**src/hdl/tic_pkg.sv**
```systemverilog
// ----------------------------------------------------------------------------
// tic_pkg
// Types, codes and the opcode decoder shared by the issue control block and
// its channel interfaces.
// ----------------------------------------------------------------------------
package tic_pkg;

  // Number of reservation stations, one busy bit each.
  localparam int unsigned NUM_STATIONS = 11;

  // Source station code for an instruction that takes no station.
  localparam logic [3:0] STATION_NONE = 4'hF;

  // Opcodes that are named in the decoder.
  localparam logic [7:0] OP_BRANCH = 8'h45;
  localparam logic [7:0] OP_SWI    = 8'h4C;
  localparam logic [7:0] OP_NOP    = 8'h4D;

  // Unit class; outside compares and NOPs, the code is also the allocation type reported on the output.
  typedef enum logic [2:0] {
    CLS_INTALU = 3'b000,
    CLS_INTMUL = 3'b001,
    CLS_FPALU  = 3'b010,
    CLS_FPMUL  = 3'b011,
    CLS_LOAD   = 3'b100,
    CLS_STORE  = 3'b101,
    CLS_BRANCH = 3'b110,
    CLS_NOP    = 3'b111
  } cls_t;

  // Allocation type of a compare that only writes flags.
  localparam logic [2:0] ATYPE_CMP  = 3'b111;
  localparam logic [2:0] ATYPE_NONE = 3'b000;

  // Floating-point unit codes.
  localparam logic [1:0] FPU_NONE = 2'd0;
  localparam logic [1:0] FPU_ALU  = 2'd1;
  localparam logic [1:0] FPU_MUL  = 2'd2;

  // One instruction presented for issue.
  typedef struct packed {
    logic                    inst_ready;
    logic [7:0]              opcode;
    logic                    rob_full;
    logic [NUM_STATIONS-1:0] busy_mask;
  } in_t;

  // Issue decision for one instruction.
  typedef struct packed {
    logic                    stall_fetch;
    logic                    rob_alloc;
    logic [NUM_STATIONS-1:0] grant_mask;
    logic [3:0]              source_station;
    logic [2:0]              alloc_type;
    logic                    tag_write_en;
    logic                    flags_tag_write_en;
    logic                    modifies_flags;
    logic                    needs_flags;
    logic                    use_imm;
    logic                    is_compare_only;
    logic [1:0]              fp_unit;
  } out_t;

  // Decoded attributes of one opcode.
  typedef struct packed {
    cls_t cls;
    logic mod;
    logic need;
    logic imm;
    logic cmp;
  } dec_t;

  // Opcode table. Unknown opcodes decode as NOP with every flag clear.
  function automatic dec_t decode_op(input logic [7:0] op);
    dec_t d;
    d = '{cls: CLS_NOP, mod: 1'b0, need: 1'b0, imm: 1'b0, cmp: 1'b0};
    case (op) inside
      [8'h00:8'h03], [8'h06:8'h0D]: begin
        d.cls = CLS_INTALU; d.mod = 1'b1;
      end
      [8'h0E:8'h11], [8'h14:8'h1D]: begin
        d.cls = CLS_INTALU; d.mod = 1'b1; d.imm = 1'b1;
      end
      8'h04, 8'h05: begin
        d.cls = CLS_INTMUL; d.mod = 1'b1;
      end
      8'h12, 8'h13: begin
        d.cls = CLS_INTMUL; d.mod = 1'b1; d.imm = 1'b1;
      end
      8'h1E, 8'h1F, 8'h22, [8'h29:8'h30]: begin
        d.cls = CLS_FPALU;
      end
      8'h23, 8'h24, 8'h27, [8'h53:8'h5A]: begin
        d.cls = CLS_FPALU; d.imm = 1'b1;
      end
      8'h20, 8'h21, 8'h28: begin
        d.cls = CLS_FPMUL;
      end
      8'h25, 8'h26, 8'h52: begin
        d.cls = CLS_FPMUL; d.imm = 1'b1;
      end
      8'h31, 8'h32: begin
        d.cls = CLS_INTALU;
      end
      [8'h33:8'h36]: begin
        d.cls = CLS_INTALU; d.imm = 1'b1;
      end
      [8'h37:8'h3A]: begin
        d.cls = CLS_INTALU; d.cmp = 1'b1; d.mod = 1'b1;
      end
      [8'h3B:8'h3E]: begin
        d.cls = CLS_INTALU; d.cmp = 1'b1; d.mod = 1'b1; d.imm = 1'b1;
      end
      [8'h3F:8'h41]: begin
        d.cls = CLS_FPALU; d.cmp = 1'b1; d.mod = 1'b1;
      end
      [8'h42:8'h44]: begin
        d.cls = CLS_FPALU; d.cmp = 1'b1; d.mod = 1'b1; d.imm = 1'b1;
      end
      OP_BRANCH: begin
        d.cls = CLS_BRANCH;
      end
      [8'h46:8'h4B]: begin
        d.cls = CLS_BRANCH; d.need = 1'b1;
      end
      8'h4E, 8'h50: begin
        d.cls = CLS_LOAD;
      end
      8'h4F, 8'h51: begin
        d.cls = CLS_STORE;
      end
      OP_SWI, OP_NOP: begin
        d.cls = CLS_NOP;
      end
      default: begin
        d.cls = CLS_NOP;
      end
    endcase
    // Carry arithmetic reads the flags.
    if (op == 8'h02 || op == 8'h03 || op == 8'h10 || op == 8'h11) begin
      d.need = 1'b1;
    end
    return d;
  endfunction

  // First station of a class.
  function automatic logic [3:0] cls_first(input cls_t cls);
    logic [3:0] f;
    case (cls)
      CLS_INTALU: f = 4'd5;
      CLS_INTMUL: f = 4'd8;
      CLS_FPALU:  f = 4'd7;
      CLS_FPMUL:  f = 4'd9;
      CLS_LOAD:   f = 4'd2;
      CLS_STORE:  f = 4'd0;
      CLS_BRANCH: f = 4'd10;
      default:    f = 4'd0;
    endcase
    return f;
  endfunction

  // Number of stations of a class.
  function automatic logic [1:0] cls_count(input cls_t cls);
    logic [1:0] c;
    case (cls)
      CLS_INTALU: c = 2'd2;
      CLS_LOAD:   c = 2'd3;
      CLS_STORE:  c = 2'd2;
      CLS_NOP:    c = 2'd0;
      default:    c = 2'd1;
    endcase
    return c;
  endfunction

endpackage

```
**src/hdl/tic_if.sv**
```systemverilog
// ----------------------------------------------------------------------------
// tic_in_if / tic_out_if
// Valid/ready channels that carry instructions into the issue control block
// and issue decisions out of it.
// ----------------------------------------------------------------------------
interface tic_in_if;
  import tic_pkg::*;

  logic valid;
  logic ready;
  in_t  data;

  modport source (output valid, output data, input ready);
  modport sink   (input valid, input data, output ready);
endinterface

interface tic_out_if;
  import tic_pkg::*;

  logic valid;
  logic ready;
  out_t data;

  modport source (output valid, output data, input ready);
  modport sink   (input valid, input data, output ready);
endinterface

```
**src/hdl/tomasulo_issue_control.sv**
```systemverilog
// ----------------------------------------------------------------------------
// tomasulo_issue_control
// Issue stage of an out-of-order core: decodes an opcode, checks the reorder
// buffer and the reservation stations, and grants the first free station.
//
//   Channel  Direction  Carries
//   in_ch    sink       inst_ready, opcode, rob_full, busy_mask
//   out_ch   source     stall, ROB allocation, grant, decoded attributes
//
// One instruction per cycle while out_ch is not stalled: an input register, one
// level of decode and priority select, and a result register.
// rst_n is synchronous and clears the valid flags of both registers.
// Each register holds while the stage after it is stalled, so a stall on
// out_ch backs up to in_ch only once both registers are full.
// ----------------------------------------------------------------------------
module tomasulo_issue_control (
  input  logic      clk,
  input  logic      rst_n,
  tic_in_if.sink    in_ch,
  tic_out_if.source out_ch
);
  import tic_pkg::*;

  logic in_valid_r;
  in_t  in_data_r;
  logic out_valid_r;
  out_t out_data_r;
  out_t res;
  logic out_take;
  logic in_take;

  // Each stage advances when it is empty or its contents move on.
  assign out_take    = !out_valid_r || out_ch.ready;
  assign in_take     = !in_valid_r || out_take;
  assign in_ch.ready = in_take;

  // Input register.
  always_ff @(posedge clk) begin
    if (!rst_n) begin
      in_valid_r <= 1'b0;
    end else if (in_take) begin
      in_valid_r <= in_ch.valid;
    end
  end

  always_ff @(posedge clk) begin
    if (in_take && in_ch.valid) begin
      in_data_r <= in_ch.data;
    end
  end

  // Decode and station selection.
  always_comb begin
    dec_t       d;
    logic       found;
    logic [3:0] first;
    logic [1:0] count;
    logic [3:0] s;
    res   = '0;
    d     = decode_op(in_data_r.opcode);
    first = cls_first(d.cls);
    count = cls_count(d.cls);
    found = 1'b0;
    s     = '0;
    if (!in_data_r.inst_ready) begin
      res.stall_fetch = 1'b1;
    end else begin
      res.modifies_flags  = d.mod;
      res.needs_flags     = d.need;
      res.use_imm         = d.imm;
      res.is_compare_only = d.cmp;
      if (d.cls == CLS_FPALU) begin
        res.fp_unit = FPU_ALU;
      end else if (d.cls == CLS_FPMUL) begin
        res.fp_unit = FPU_MUL;
      end else begin
        res.fp_unit = FPU_NONE;
      end
      if (d.cmp) begin
        res.alloc_type = ATYPE_CMP;
      end else if (d.cls == CLS_NOP) begin
        res.alloc_type = ATYPE_NONE;
      end else begin
        res.alloc_type = d.cls;
      end

      if (in_data_r.rob_full) begin
        res.stall_fetch = 1'b1;
      end else if (d.cls == CLS_NOP) begin
        // NOP and SWI take only a reorder-buffer entry.
        res.rob_alloc      = 1'b1;
        res.source_station = STATION_NONE;
      end else begin
        // Lowest-numbered free station of the class wins.
        for (int k = 0; k < 3; k++) begin
          if (!found && (2'(k) < count) && !in_data_r.busy_mask[first + 4'(k)]) begin
            found = 1'b1;
            s     = first + 4'(k);
          end
        end
        if (found) begin
          res.rob_alloc          = 1'b1;
          res.grant_mask         = NUM_STATIONS'(1) << s;
          res.source_station     = s;
          res.tag_write_en       = !d.cmp && d.cls != CLS_STORE && d.cls != CLS_BRANCH;
          res.flags_tag_write_en = d.mod;
        end else begin
          res.stall_fetch = 1'b1;
        end
      end
    end
  end

  // Result register.
  always_ff @(posedge clk) begin
    if (!rst_n) begin
      out_valid_r <= 1'b0;
    end else if (out_take) begin
      out_valid_r <= in_valid_r;
    end
  end

  always_ff @(posedge clk) begin
    if (out_take && in_valid_r) begin
      out_data_r <= res;
    end
  end

  assign out_ch.valid = out_valid_r;
  assign out_ch.data  = out_data_r;

  // A station grant never lands on a busy station.
  a_grant_free: assert property (@(posedge clk) disable iff (!rst_n)
    (in_valid_r && res.rob_alloc && res.source_station != STATION_NONE)
      |-> ((res.grant_mask & in_data_r.busy_mask) == '0))
    else $error("grant to a busy station");

  // A grant names exactly one station.
  a_grant_onehot: assert property (@(posedge clk) disable iff (!rst_n)
    (out_valid_r && out_data_r.rob_alloc && out_data_r.source_station != STATION_NONE)
      |-> $onehot(out_data_r.grant_mask))
    else $error("grant is not one-hot");

  // A stalled instruction allocates nothing.
  a_stall_no_alloc: assert property (@(posedge clk) disable iff (!rst_n)
    (out_valid_r && out_data_r.stall_fetch)
      |-> (!out_data_r.rob_alloc && out_data_r.grant_mask == '0
           && !out_data_r.tag_write_en && !out_data_r.flags_tag_write_en))
    else $error("stall with allocation");

  // The input side only blocks when both registers hold items.
  a_ready_full: assert property (@(posedge clk) disable iff (!rst_n)
    !in_ch.ready |-> (in_valid_r && out_valid_r))
    else $error("input blocked with a free register");

endmodule
```
**src/flat_wrapper.sv**
```systemverilog
// flat-port wrapper written by rule: the top's interface ports become plain ports
module tomasulo_issue_control_flat import tic_pkg::*;
  (clk, rst_n, in_ch_valid, in_ch_data, in_ch_ready, out_ch_valid, out_ch_data, out_ch_ready);
  tic_in_if in_ch_i ();
  tic_out_if out_ch_i ();
  input  logic clk;
  input  logic rst_n;
  input wire logic [$bits(in_ch_i.valid)-1:0] in_ch_valid;
  input wire logic [$bits(in_ch_i.data)-1:0] in_ch_data;
  output wire logic [$bits(in_ch_i.ready)-1:0] in_ch_ready;
  output wire logic [$bits(out_ch_i.valid)-1:0] out_ch_valid;
  output wire logic [$bits(out_ch_i.data)-1:0] out_ch_data;
  input wire logic [$bits(out_ch_i.ready)-1:0] out_ch_ready;
  assign in_ch_i.valid = in_ch_valid;
  assign in_ch_i.data = in_ch_data;
  assign in_ch_ready = in_ch_i.ready;
  assign out_ch_valid = out_ch_i.valid;
  assign out_ch_data = out_ch_i.data;
  assign out_ch_i.ready = out_ch_ready;
  tomasulo_issue_control u_core (.clk(clk), .rst_n(rst_n), .in_ch(in_ch_i), .out_ch(out_ch_i));
endmodule
```
**config.mk**
```make
export PLATFORM = sky130hd
export DESIGN_NAME = tomasulo_issue_control_flat
export DESIGN_NICKNAME = d
export VERILOG_FILES = /design/src/hdl/tic_pkg.sv /design/src/hdl/tic_if.sv /design/src/hdl/tomasulo_issue_control.sv /design/src/flat_wrapper.sv
export SDC_FILE = /design/constraint.sdc
export NUM_CORES = 1
export LEC_CHECK = 0
export ABC_AREA = 1
export BUFFER_PORTS_ARGS = -buffer_cell sky130_fd_sc_hd__buf_2
export CAP_MARGIN = 20
export CORE_MARGIN = 2
export CORE_UTILIZATION = 45
export DETAILED_ROUTE_END_ITERATION = 8
export GPL_TIMING_DRIVEN = 0
export PLACE_DENSITY_LB_ADDON = 0.1
export SETUP_SLACK_MARGIN = 0.4
export SLEW_MARGIN = 20
export SYNTH_ARGS = -nofsm -noshare
export SYNTH_HDL_FRONTEND = slang
export SYNTH_SLANG_ARGS = --single-unit
```
**constraint.sdc**
```tcl
create_clock -name clk -period 3.4 [get_ports clk]
set_input_delay 0.68 -clock clk [delete_from_list [all_inputs] [get_ports clk]]
set_output_delay 0.68 -clock clk [all_outputs]
set_load 0.05 [all_outputs]
```
## After elaboration in Yosys (flattened, before gate mapping)

Cells that the tools add are included.
W data, S select, Z words.

| storage, ports and cells | value |
|---|---|
| flip-flop bits (word level) | 51 |
| output and inout port bits | 30 |

| cells by class | value |
|---|---|
| $add $sub $neg | 2 |
| order comparisons | 30 |
| equal/unequal tests | 36 |
| shift-type cells | 1 |
| multiplexer cells | 100 |
| bitwise gates (word level) | 2 |
| reduce and logical (&&, ||, !) cells | 51 |

Operators by type and width:

| kind | count |
|---|---|
| $eq A8 B6 Y1 const B | 11 |
| $mux W1 | 66 |
| $mux W3 | 19 |
| $eq A8 B5 Y1 const B | 6 |
| $eq A8 B7 Y1 const B | 6 |
| $ge A8 B6 Y1 const B | 5 |
| $le A8 B6 Y1 const B | 4 |
| $le A8 B7 Y1 const B | 4 |
| $mux W4 | 7 |
| $ge A8 B7 Y1 const B | 3 |
| $pmux W4 S6 | 1 |
| $logic_and A1 B1 Y1 | 21 |
| $reduce_or A2 Y1 | 10 |
| $eq A8 B2 Y1 const B | 2 |
| $eq A8 B3 Y1 const B | 2 |
| $le A8 B5 Y1 const B | 2 |
| $mux W16 | 1 |
| $lt A4 B5 Y1 const B | 3 |
| $bmux W1 S4 | 3 |
| $eq A3 B3 Y1 const B | 4 |
| $reduce_or A4 Y1 | 3 |
| $shl A1 B4 Y11 const A | 1 |
| $reduce_or A3 Y1 | 3 |
| $ge A8 B1 Y1 const B | 1 |
| 18 further kinds | 34 |

## Logic depth before layout (Yosys ltp)

Gate-level depths: netlist of run 1.

| depth | value |
|---|---|
| depth in word-level cells | 47 |
| gate-level depth with buffers | 27 |
| depth with buffers taken out | 25 |

## Worst setup path after synthesis of run 1

OpenSTA, ideal clock, no wires.

| path | value |
|---|---|
| path kind | flip-flop to flip-flop |
| from | register u_core.in_data_r[15] (netlist bit) |
| to | register u_core.out_data_r, in the netlist u_core.out_ch.data[13], data pin |
| library setup time | 255 ps |
| data arrival time | 3,043 ps |
| data required time | 3,145 ps |
| path slack | 102 ps |
| cell stages (with the launch flop) | 25 |
| path buffers | 2 |
| cell sequence | edfxtp_1 > nor2_2 > nand2_1 > inv_2 > nand2_1 > nand3_1 > nand3_1 > nor2_1 > nand4_4 > nand2_4 > nand2_4 > buf_6 > ha_1 > buf_2 > nand2_1 > o21bai_1 > nand3_1 > nand2_1 > nand2_1 > nand3_1 > nand3_2 > nand2_1 > inv_2 > nand2_2 > nand2_1 |

| on the way | value |
|---|---|
| word-level cells in the longest chain between the ends | 46 |
| elaborated cells between the ends (all ways) | 140 |

RTL lines:

| element | RTL line | RTL |
|---|---|---|
| from (decl) | tomasulo_issue_control.sv:25 | `in_t in_data_r;` |
| from (signal assigned) | tomasulo_issue_control.sv:48 | `in_data_r <= in_ch.data;` |
| $eq A8 B7 Y1 | tomasulo_issue_control.sv:60 | `d = decode_op(in_data_r.opcode);` |
| $reduce_or A2 Y1 | tic_pkg.sv:77 | `case (op) inside` |
| $mux W2 | tic_pkg.sv:77 |  |
| $mux W3 (16 in series) | tic_pkg.sv:77 |  |
| $mux W3 (*) | tic_pkg.sv:77 |  |
| $eq A3 B3 Y1, or another cell as far along | tic_pkg.sv:149 | `case (cls)` |
| $pmux W4 S6 | tic_pkg.sv:149 |  |
| $bmux W1 S4 | tomasulo_issue_control.sv:96 | `if (!found && (2'(k) < count) && !in_data_r.busy_mask[first + 4'(k)]) begin` |
| [14 not listed] | -- |  |
| $logic_not A1 Y1 | tomasulo_issue_control.sv:96 |  |
| $logic_and A1 B1 Y1 (2 in series) | tomasulo_issue_control.sv:96 |  |
| $mux W4 / $mux W1 (equally long branches) | tomasulo_issue_control.sv:96 |  |
| $mux W4 / $mux W1 (equally long branches) | tomasulo_issue_control.sv:89 | `end else if (d.cls == CLS_NOP) begin` |
| $mux W4 / $mux W1 (equally long branches) | tomasulo_issue_control.sv:87 | `if (in_data_r.rob_full) begin` |
| $mux W4 / $mux W1 (equally long branches) | tomasulo_issue_control.sv:65 | `if (!in_data_r.inst_ready) begin` |
| $mux W16 | tomasulo_issue_control.sv:101 | `if (found) begin` |
| $mux W4 (*) | tomasulo_issue_control.sv:89 |  |
| to (signal assigned) | tomasulo_issue_control.sv:125 | `out_data_r <= res;` |
| to (decl) | tomasulo_issue_control.sv:27 | `out_t out_data_r;` |

Every way passes the cells marked *; elsewhere a longest branch is shown, timed or not. The select of a mux whose other input is x is not followed.
A chain may end at the register's enable or synchronous reset.

## Worst setup path in the final report of run 1

| path | value |
|---|---|
| from | register u_core.in_data_r[15] (netlist bit) |
| to | register u_core.out_data_r, in the netlist u_core.out_ch.data[17], data pin |

| on the way | value |
|---|---|
| word-level cells in the longest chain between the ends | 46 |
| elaborated cells between the ends (all ways) | 141 |

RTL lines:

| element | RTL line |
|---|---|
| $eq A8 B7 Y1 | tomasulo_issue_control.sv:60 |
| $reduce_or A2 Y1 | tic_pkg.sv:77 |
| $mux W2 | tic_pkg.sv:77 |
| $mux W3 (16 in series) | tic_pkg.sv:77 |
| $mux W3 (*) | tic_pkg.sv:77 |
| $eq A3 B3 Y1, or another cell as far along | tic_pkg.sv:149 |
| $pmux W4 S6 | tic_pkg.sv:149 |
| $bmux W1 S4 | tomasulo_issue_control.sv:96 |
| [14 not listed] | -- |
| $logic_not A1 Y1 | tomasulo_issue_control.sv:96 |
| $logic_and A1 B1 Y1 (2 in series) | tomasulo_issue_control.sv:96 |
| $mux W1 | tomasulo_issue_control.sv:96 |
| $mux W1 | tomasulo_issue_control.sv:89 |
| $mux W1 | tomasulo_issue_control.sv:87 |
| $mux W1 | tomasulo_issue_control.sv:65 |
| $not A1 Y1 (no source line) | -- |
| $reduce_or A4 Y1 (no source line) | -- |

Marked as above.

==> results.md, run 1 <==
* Outcome: finished, violations left
* Failing checks: negative setup slack
* Gp weighted congestion at 0.9282
* Post-Syn Area at approximately 0.0031 mm2
* Detailed Route WL at 7.120 mm
* Synthesized flop and latch total at 51
* Slew HR at 0.5085
* Min Hold Slack at roughly 0.53 ns
* Worst ir drop on vdd at around 0.32 mV
* Post-place instance area at 0.003581 mm2
* Clock root cell: clkbuf_8
* Syn. warnings at 0
* Pwr Density at around 450 mW/mm2
* Largest net degree at the start of global routing at 27
* DRC violations left at 0
* DP HPWL at approximately 5 mm
* Area share of the leading cell type in the synthesized netlist at 0.4757
* Crit path kind: reg -> reg
* I/O pins at 55
* Port bufs at 54
* Util after Layout at 0.6136
* Grt total ovfl at 0
* CTS sink count at roughly 50
* Mapped Cells at about 380
* Vias post-DR at roughly 2,900
* # diodes at 0
* Leading post-synthesis cells by cell area: edfxtp_1 48%, nand2_1 13%, nand3_1 6.1%, nor2_1 5.9%, inv_1 5.3%
* P&R area growth vs syn at 33.29%
* Hold crit path type: reg -> reg
* Setup TNS Final at -0.08206 ns
* Post-route cell area at about 0.004 mm2
* Die Span Y at approximately 87 um
* Commonest cells after routing, fill and taps aside: 86 x nand2_1, 55 x buf_2, 49 x edfxtp_1, 43 x inv_1, 34 x nor2_1
* Routed length per instance at 12.83 um
* Nets at 500
* Max Root-Sink Buffers at 2
* Syn_nets at between 400 and 500
* Vias in the first global route at approximately 2,600
* LEAKAGE at just under 2 nW
* Clk_skew at ~0.0075 ns
* CP Capture Type: register
* Die area at around 0.0076 mm2
* First DRT Iteration DRCs at between 150 and 200
* Via/cell ratio at a little over 5
* Final Slew Violations at 0
* # rows at 30
* CP required at about 3.6 ns
* Clk slew on worst S/H paths at 0.09 ns
* Busiest grt layer: met2
* Initial antenna violation count at 0
* Fin crit share at 1.009
* Most common cell after layout, fill and taps aside: nand2_1
* Reg2reg setup slack at -0.03 ns
* CP Launch Type: register
* CP Data Arrival Time at 3.59 ns
* Number of nets still failing antenna checks after routing at 0
* Met1 Use GR at 0.2704
* Final WS setup at -0.03030 ns
* Worst-Skew Late Latency at ~0.3 ns
* Worst Max-Slew Pin Slew at 0.7364 ns
* Initial core utilization at 0.4603
* Met3 usage at 0.03318
* CORE AREA at approximately 0.0067 mm2
* Crit Path Max Fanout at 5
* Met2 usage at 0.3296
* RSZ-0062 raised after global routing: yes
* Htree depth at 2
* Max Freq at 291.5 MHz
* CTS tree: done
* Cell taking the most area after synthesis: edfxtp_1
* Sequential element share of the synthesized area at 0.4887
* Drt pass-1 iters at 5
* First-pass GRT wire length at 11.93 mm
* All-Layer GR Usage at 0.1980
* Layout cells sized above 1 at 0.4021
* Synth unique cells at 37
* DIE WIDTH at a little under 90 um
* Maxcap violations at 0
* Final hold vios at 0
* TritonCTS buffer count at 5
* Final min period at between 3 and 4 ns
* Setup violations, final at 5
* Syn Area/Cell at ~8 um2
[worst max-delay path, stage by stage (launching register included)]
cell,delay (ns)
edfxtp_1,0.52
nand2_2,0.13
inv_2,0.07
nand2_2,0.08
nor2_1,0.06
a21oi_1,0.20
nand2_2,0.11
nor2_4,0.20
nand4_4,0.14
nand2_4,0.13
nand2_4,0.06
buf_8,0.12
ha_4,0.26
buf_6,0.11
nand2_2,0.05
o21bai_1,0.14
nand3_1,0.10
nand2_2,0.10
a21oi_4,0.19
nand3_2,0.12
nand2_4,0.12
nand2_2,0.09
nor3_2,0.18
[path summary, 6_finish.rpt]
kind,depth (start not counted),to,startpoint
worst min-delay path,2,u_core.out_ch.valid,u_core.in_valid_r
worst max-delay path,22,u_core.out_ch.data[17],u_core.in_data_r[15]
worst max register to register,22,u_core.out_ch.data[17],u_core.in_data_r[15]
worst min register to register,2,u_core.out_ch.valid,u_core.in_valid_r
[registers in the layout, indices dropped and copies added (netlist names)]
name and flops:
u_core.in_valid_r 1, u_core.in_data_r 21, u_core.out_ch.valid 1, u_core.out_ch.data 28
[power breakdown]
| group | total (mW) | switching (mW) | internal [mW] | leakage [nW] |
|---|---|---|---|---|
| clock network | 0.333 | 0.189 | 0.144 | 0.0412 |
| logic | 0.783 | 0.503 | 0.280 | 1.42 |
| registers | 0.748 | 0.0163 | 0.732 | 0.503 |
[cell families after synthesis]
kind of cell / after synthesis / synth area share
xor gates and xnor gates: 1 / 0.002832
and+or+nand+nor: 236 / 0.3604
buffers and inverters: 60 / 0.07726
adders and majority gates: 1 / 0.004045
AOI/OAI and AO/OA: 33 / 0.06675
DFF: 51 / 0.4887
[synth_stat cells, drive strengths merged]
cell,instances
a31oi,3
nor3b,1
xnor2,1
inv,55
o211ai,3
nor4,1
dfxtp,2
nand4,6
and2,1
and3,1
nor2,58
nand2,118
ha,1
buf,3
nor3,5
o22ai,1
o21ai,11
edfxtp,49
clkinv,2
a21oi,14
nand3,45
o21bai,1
[timing repair]
| action | 4_1_cts | 5_1_grt |
|---|---|---|
| hold buffers | 0 | 0 |
| gates cloned | 1 | 0 |
| endpoints found under the setup margin | 19 | 19 |
| setup buffers | 26 | 3 |
| endpoints found under the hold margin | 0 | 0 |
| pin swaps | 30 | 9 |
| resized for setup | 50 | 13 |
[routing by layer]
layer / routed length (um) / part of all wire
met5: 0 / 0
met4: 104 / 0.015
met3: 393 / 0.055
met2: 3394 / 0.48
met1: 3227 / 0.45
[metrics by stage]
step,cells,worst slack [ns],total power [mW]
CTS,552,0.08077,1.838
finish,555,-0.03030,1.864
global route,555,-0.2845,1.980
global placement,516,-0.1801,1.365
detailed placement,517,-0.2521,1.375
floorplan,382,0.2515,1.249
[final cells by class]
type	instances	area (um2)
inverters	57	222.7
plain buffers	3	37.54
repair buffers	85	528.0
well taps	80	100.1
clock buffers	6	72.57
clock inverters	2	12.51
fillers	598	2596
multi-input cells	271	1638
flip-flops and latches	51	1511
Power figures use the tool's default switching activity.
==> inputs of run 2 (changes only) <==
Settings changed: SKIP_CTS_REPAIR_TIMING set to 1.
==> run 2 against run 1 <==
Flip-flop and latch count is the same; largest power group unchanged; setup slack worse by 0.16 ns; maximum frequency decreased by 4.6%; hold slack improved by 0.0029 ns; utilization increased by 1.1 points; non-clock buffer count grew 9; the flow still finishes with violations (negative setup slack); total power is 3.2% higher; cell area rose by 1.8%; critical path depth up 3; critical path type unchanged; cell count increased by 1.6%; die area unchanged; first-iteration DRC count decreased by 16%.
==> results.md, run 2 (synthesis gave the netlist of run 1 again) <==
* Detailed Route WL at a little over 7 mm
* Setup WS pre-CTS at -0.2521 ns
* TritonCTS buffer count at 5
* Clk_skew at roughly 0.0061 ns
* Maxcap violations at 0
* First DRT Iteration DRCs at 130
* Most common cell after layout, fill and taps aside: nand2_1
* # diodes at 0
* Worst Max-Slew Pin Slew at 0.7416 ns
* Worst ir drop on vdd at 0.3292 mV
* Initial core utilization at 0.4603
* Vias post-DR at 2,904
* Post-place instance area at roughly 0.0036 mm2
* DIE WIDTH at ~87 um
* Hold crit path type: reg -> reg
* Final hold vios at 0
* # rows at 30
* Min Hold Slack at 0.5282 ns
* Max Root-Sink Buffers at 2
* Fillers at a little under 600
* I/O pins at 55
* Final Slew Violations at 0
* CP Launch Type: register
* RSZ-0062 raised after global routing: yes
* Initial antenna violation count at 0
* CORE AREA at about 0.0067 mm2
* Gp weighted congestion at just over 0.9
* Max Freq at 278.2 MHz
* Pwr Density at between 400 and 500 mW/mm2
* Final WS setup at -0.1940 ns
* CP required at 3.47 ns
* CTS sink count at between 50 and 60
* DRC violations left at 0
* Cell family with most CP delay: simple AND/OR/NAND/NOR gates
* Grt total ovfl at 0
* Largest net degree at the start of global routing at 27
* CP Data Arrival Time at 3.66 ns
* First-pass GRT wire length at 10.83 mm
* CTS tree: done
* Htree depth at 2
* Crit Path Max Fanout at 5
* Crit path kind: reg -> reg
* All-Layer GR Usage at 0.1808
* Final min period at approximately 3.6 ns
* Vias in the first global route at approximately 2,400
* Via/cell ratio at 5.149
* Setup violations, final at 16
* Crit path top cell by count: nand2_2
* Die Span Y at just under 90 um
* Max stage delay cell, worst path: edfxtp_1
* Drt pass-1 iters at 4
* Crit path largest cell delay at roughly 0.47 ns
* Port bufs at 54
* Fin crit share at 1.057
* Clk slew on worst S/H paths at around 0.090 ns
* Outcome: finished, violations left
* Failing checks: negative setup slack
* Max reg flops at 28
* Layout cells sized above 1 at 0.4029
* Routed length per instance at 12.87 um
* DP HPWL at just over 5 mm
* Post-route cell area at approximately 0.0042 mm2
* P&R area growth vs syn at 35.72%
* Die area at ~0.0076 mm2
* Commonest cells after routing, fill and taps aside: 89 x nand2_1, 54 x buf_2, 49 x edfxtp_1, 43 x inv_1, 37 x buf_4
* CP Capture Type: register
* Number of nets still failing antenna checks after routing at 0
* Util after Layout at 0.6248
* LEAKAGE at about 2.0 nW
* Post-Layout Cell Count at 564
* Dpl cells at between 500 and 600
* Slew HR at 0.5050
* Worst-Skew Late Latency at 0.31 ns
* Nets at slightly above 500
* Clock root cell: clkbuf_8
* CP bufs+invs at 4
==> run 2: layout make-up <==
type                    instances  area (um2)  area share
multi-input cells             271        1623      0.3866
flip-flops and latches         51        1511      0.3601
repair buffers                 94       611.8      0.1458
inverters                      57       225.2     0.05365
well taps                      80       100.1     0.02384
clock buffers                   6       72.57     0.01729
plain buffers                   3       41.29    0.009836
clock inverters                 2       12.51    0.002981
==> run 2: path summary, 6_finish.rpt <==
check / startpoint / endpoint / slack (ns) / depth (start not counted)
setup / recovery: u_core.in_data_r[15] / u_core.out_ch.data[17] / -0.19 / 25
hold / removal: u_core.out_ch.valid / u_core.out_ch.valid / 0.53 / 2
setup reg to reg: u_core.in_data_r[15] / u_core.out_ch.data[17] / -0.19 / 25
hold reg to reg: u_core.out_ch.valid / u_core.out_ch.valid / 0.53 / 2
==> run 2: report_power, final <==
| part | internal [mW] | switching, mW | leakage, nW |
|---|---|---|---|
| registers | 0.732 | 0.0160 | 0.503 |
| logic | 0.333 | 0.505 | 1.47 |
| clock network | 0.144 | 0.195 | 0.0412 |
| total | 1.21 | 0.716 | 2.01 |
==> run 2: tightest hold or removal path, stage by stage (launching register included) <==
cell	delay, ns
dfxtp_1	0.36
nand2_1	0.08
a21oi_1	0.05
==> run 2: through the flow <==
| step | setup TNS [ns] | total power, mW |
|---|---|---|
| 3_5_place_dp | -2.957 | 1.375 |
| 2_1_floorplan | 0 | 1.249 |
| 5_1_grt | -6.034 | 2.040 |
| 3_3_place_gp | -2.462 | 1.365 |
| 6_report | -1.585 | 1.925 |
| 4_1_cts | -3.336 | 1.703 |
==> run 2: layer usage <==
metal / routed length, um / up-vias / GRT usage
met5: 0 / - / 0
met4: 95 / 0 / 0.04261
met3: 361 / 11 / 0.03507
met2: 3506 / 106 / 0.2908
met1: 3293 / 1325 / 0.2527
li1: - / 1462 / -
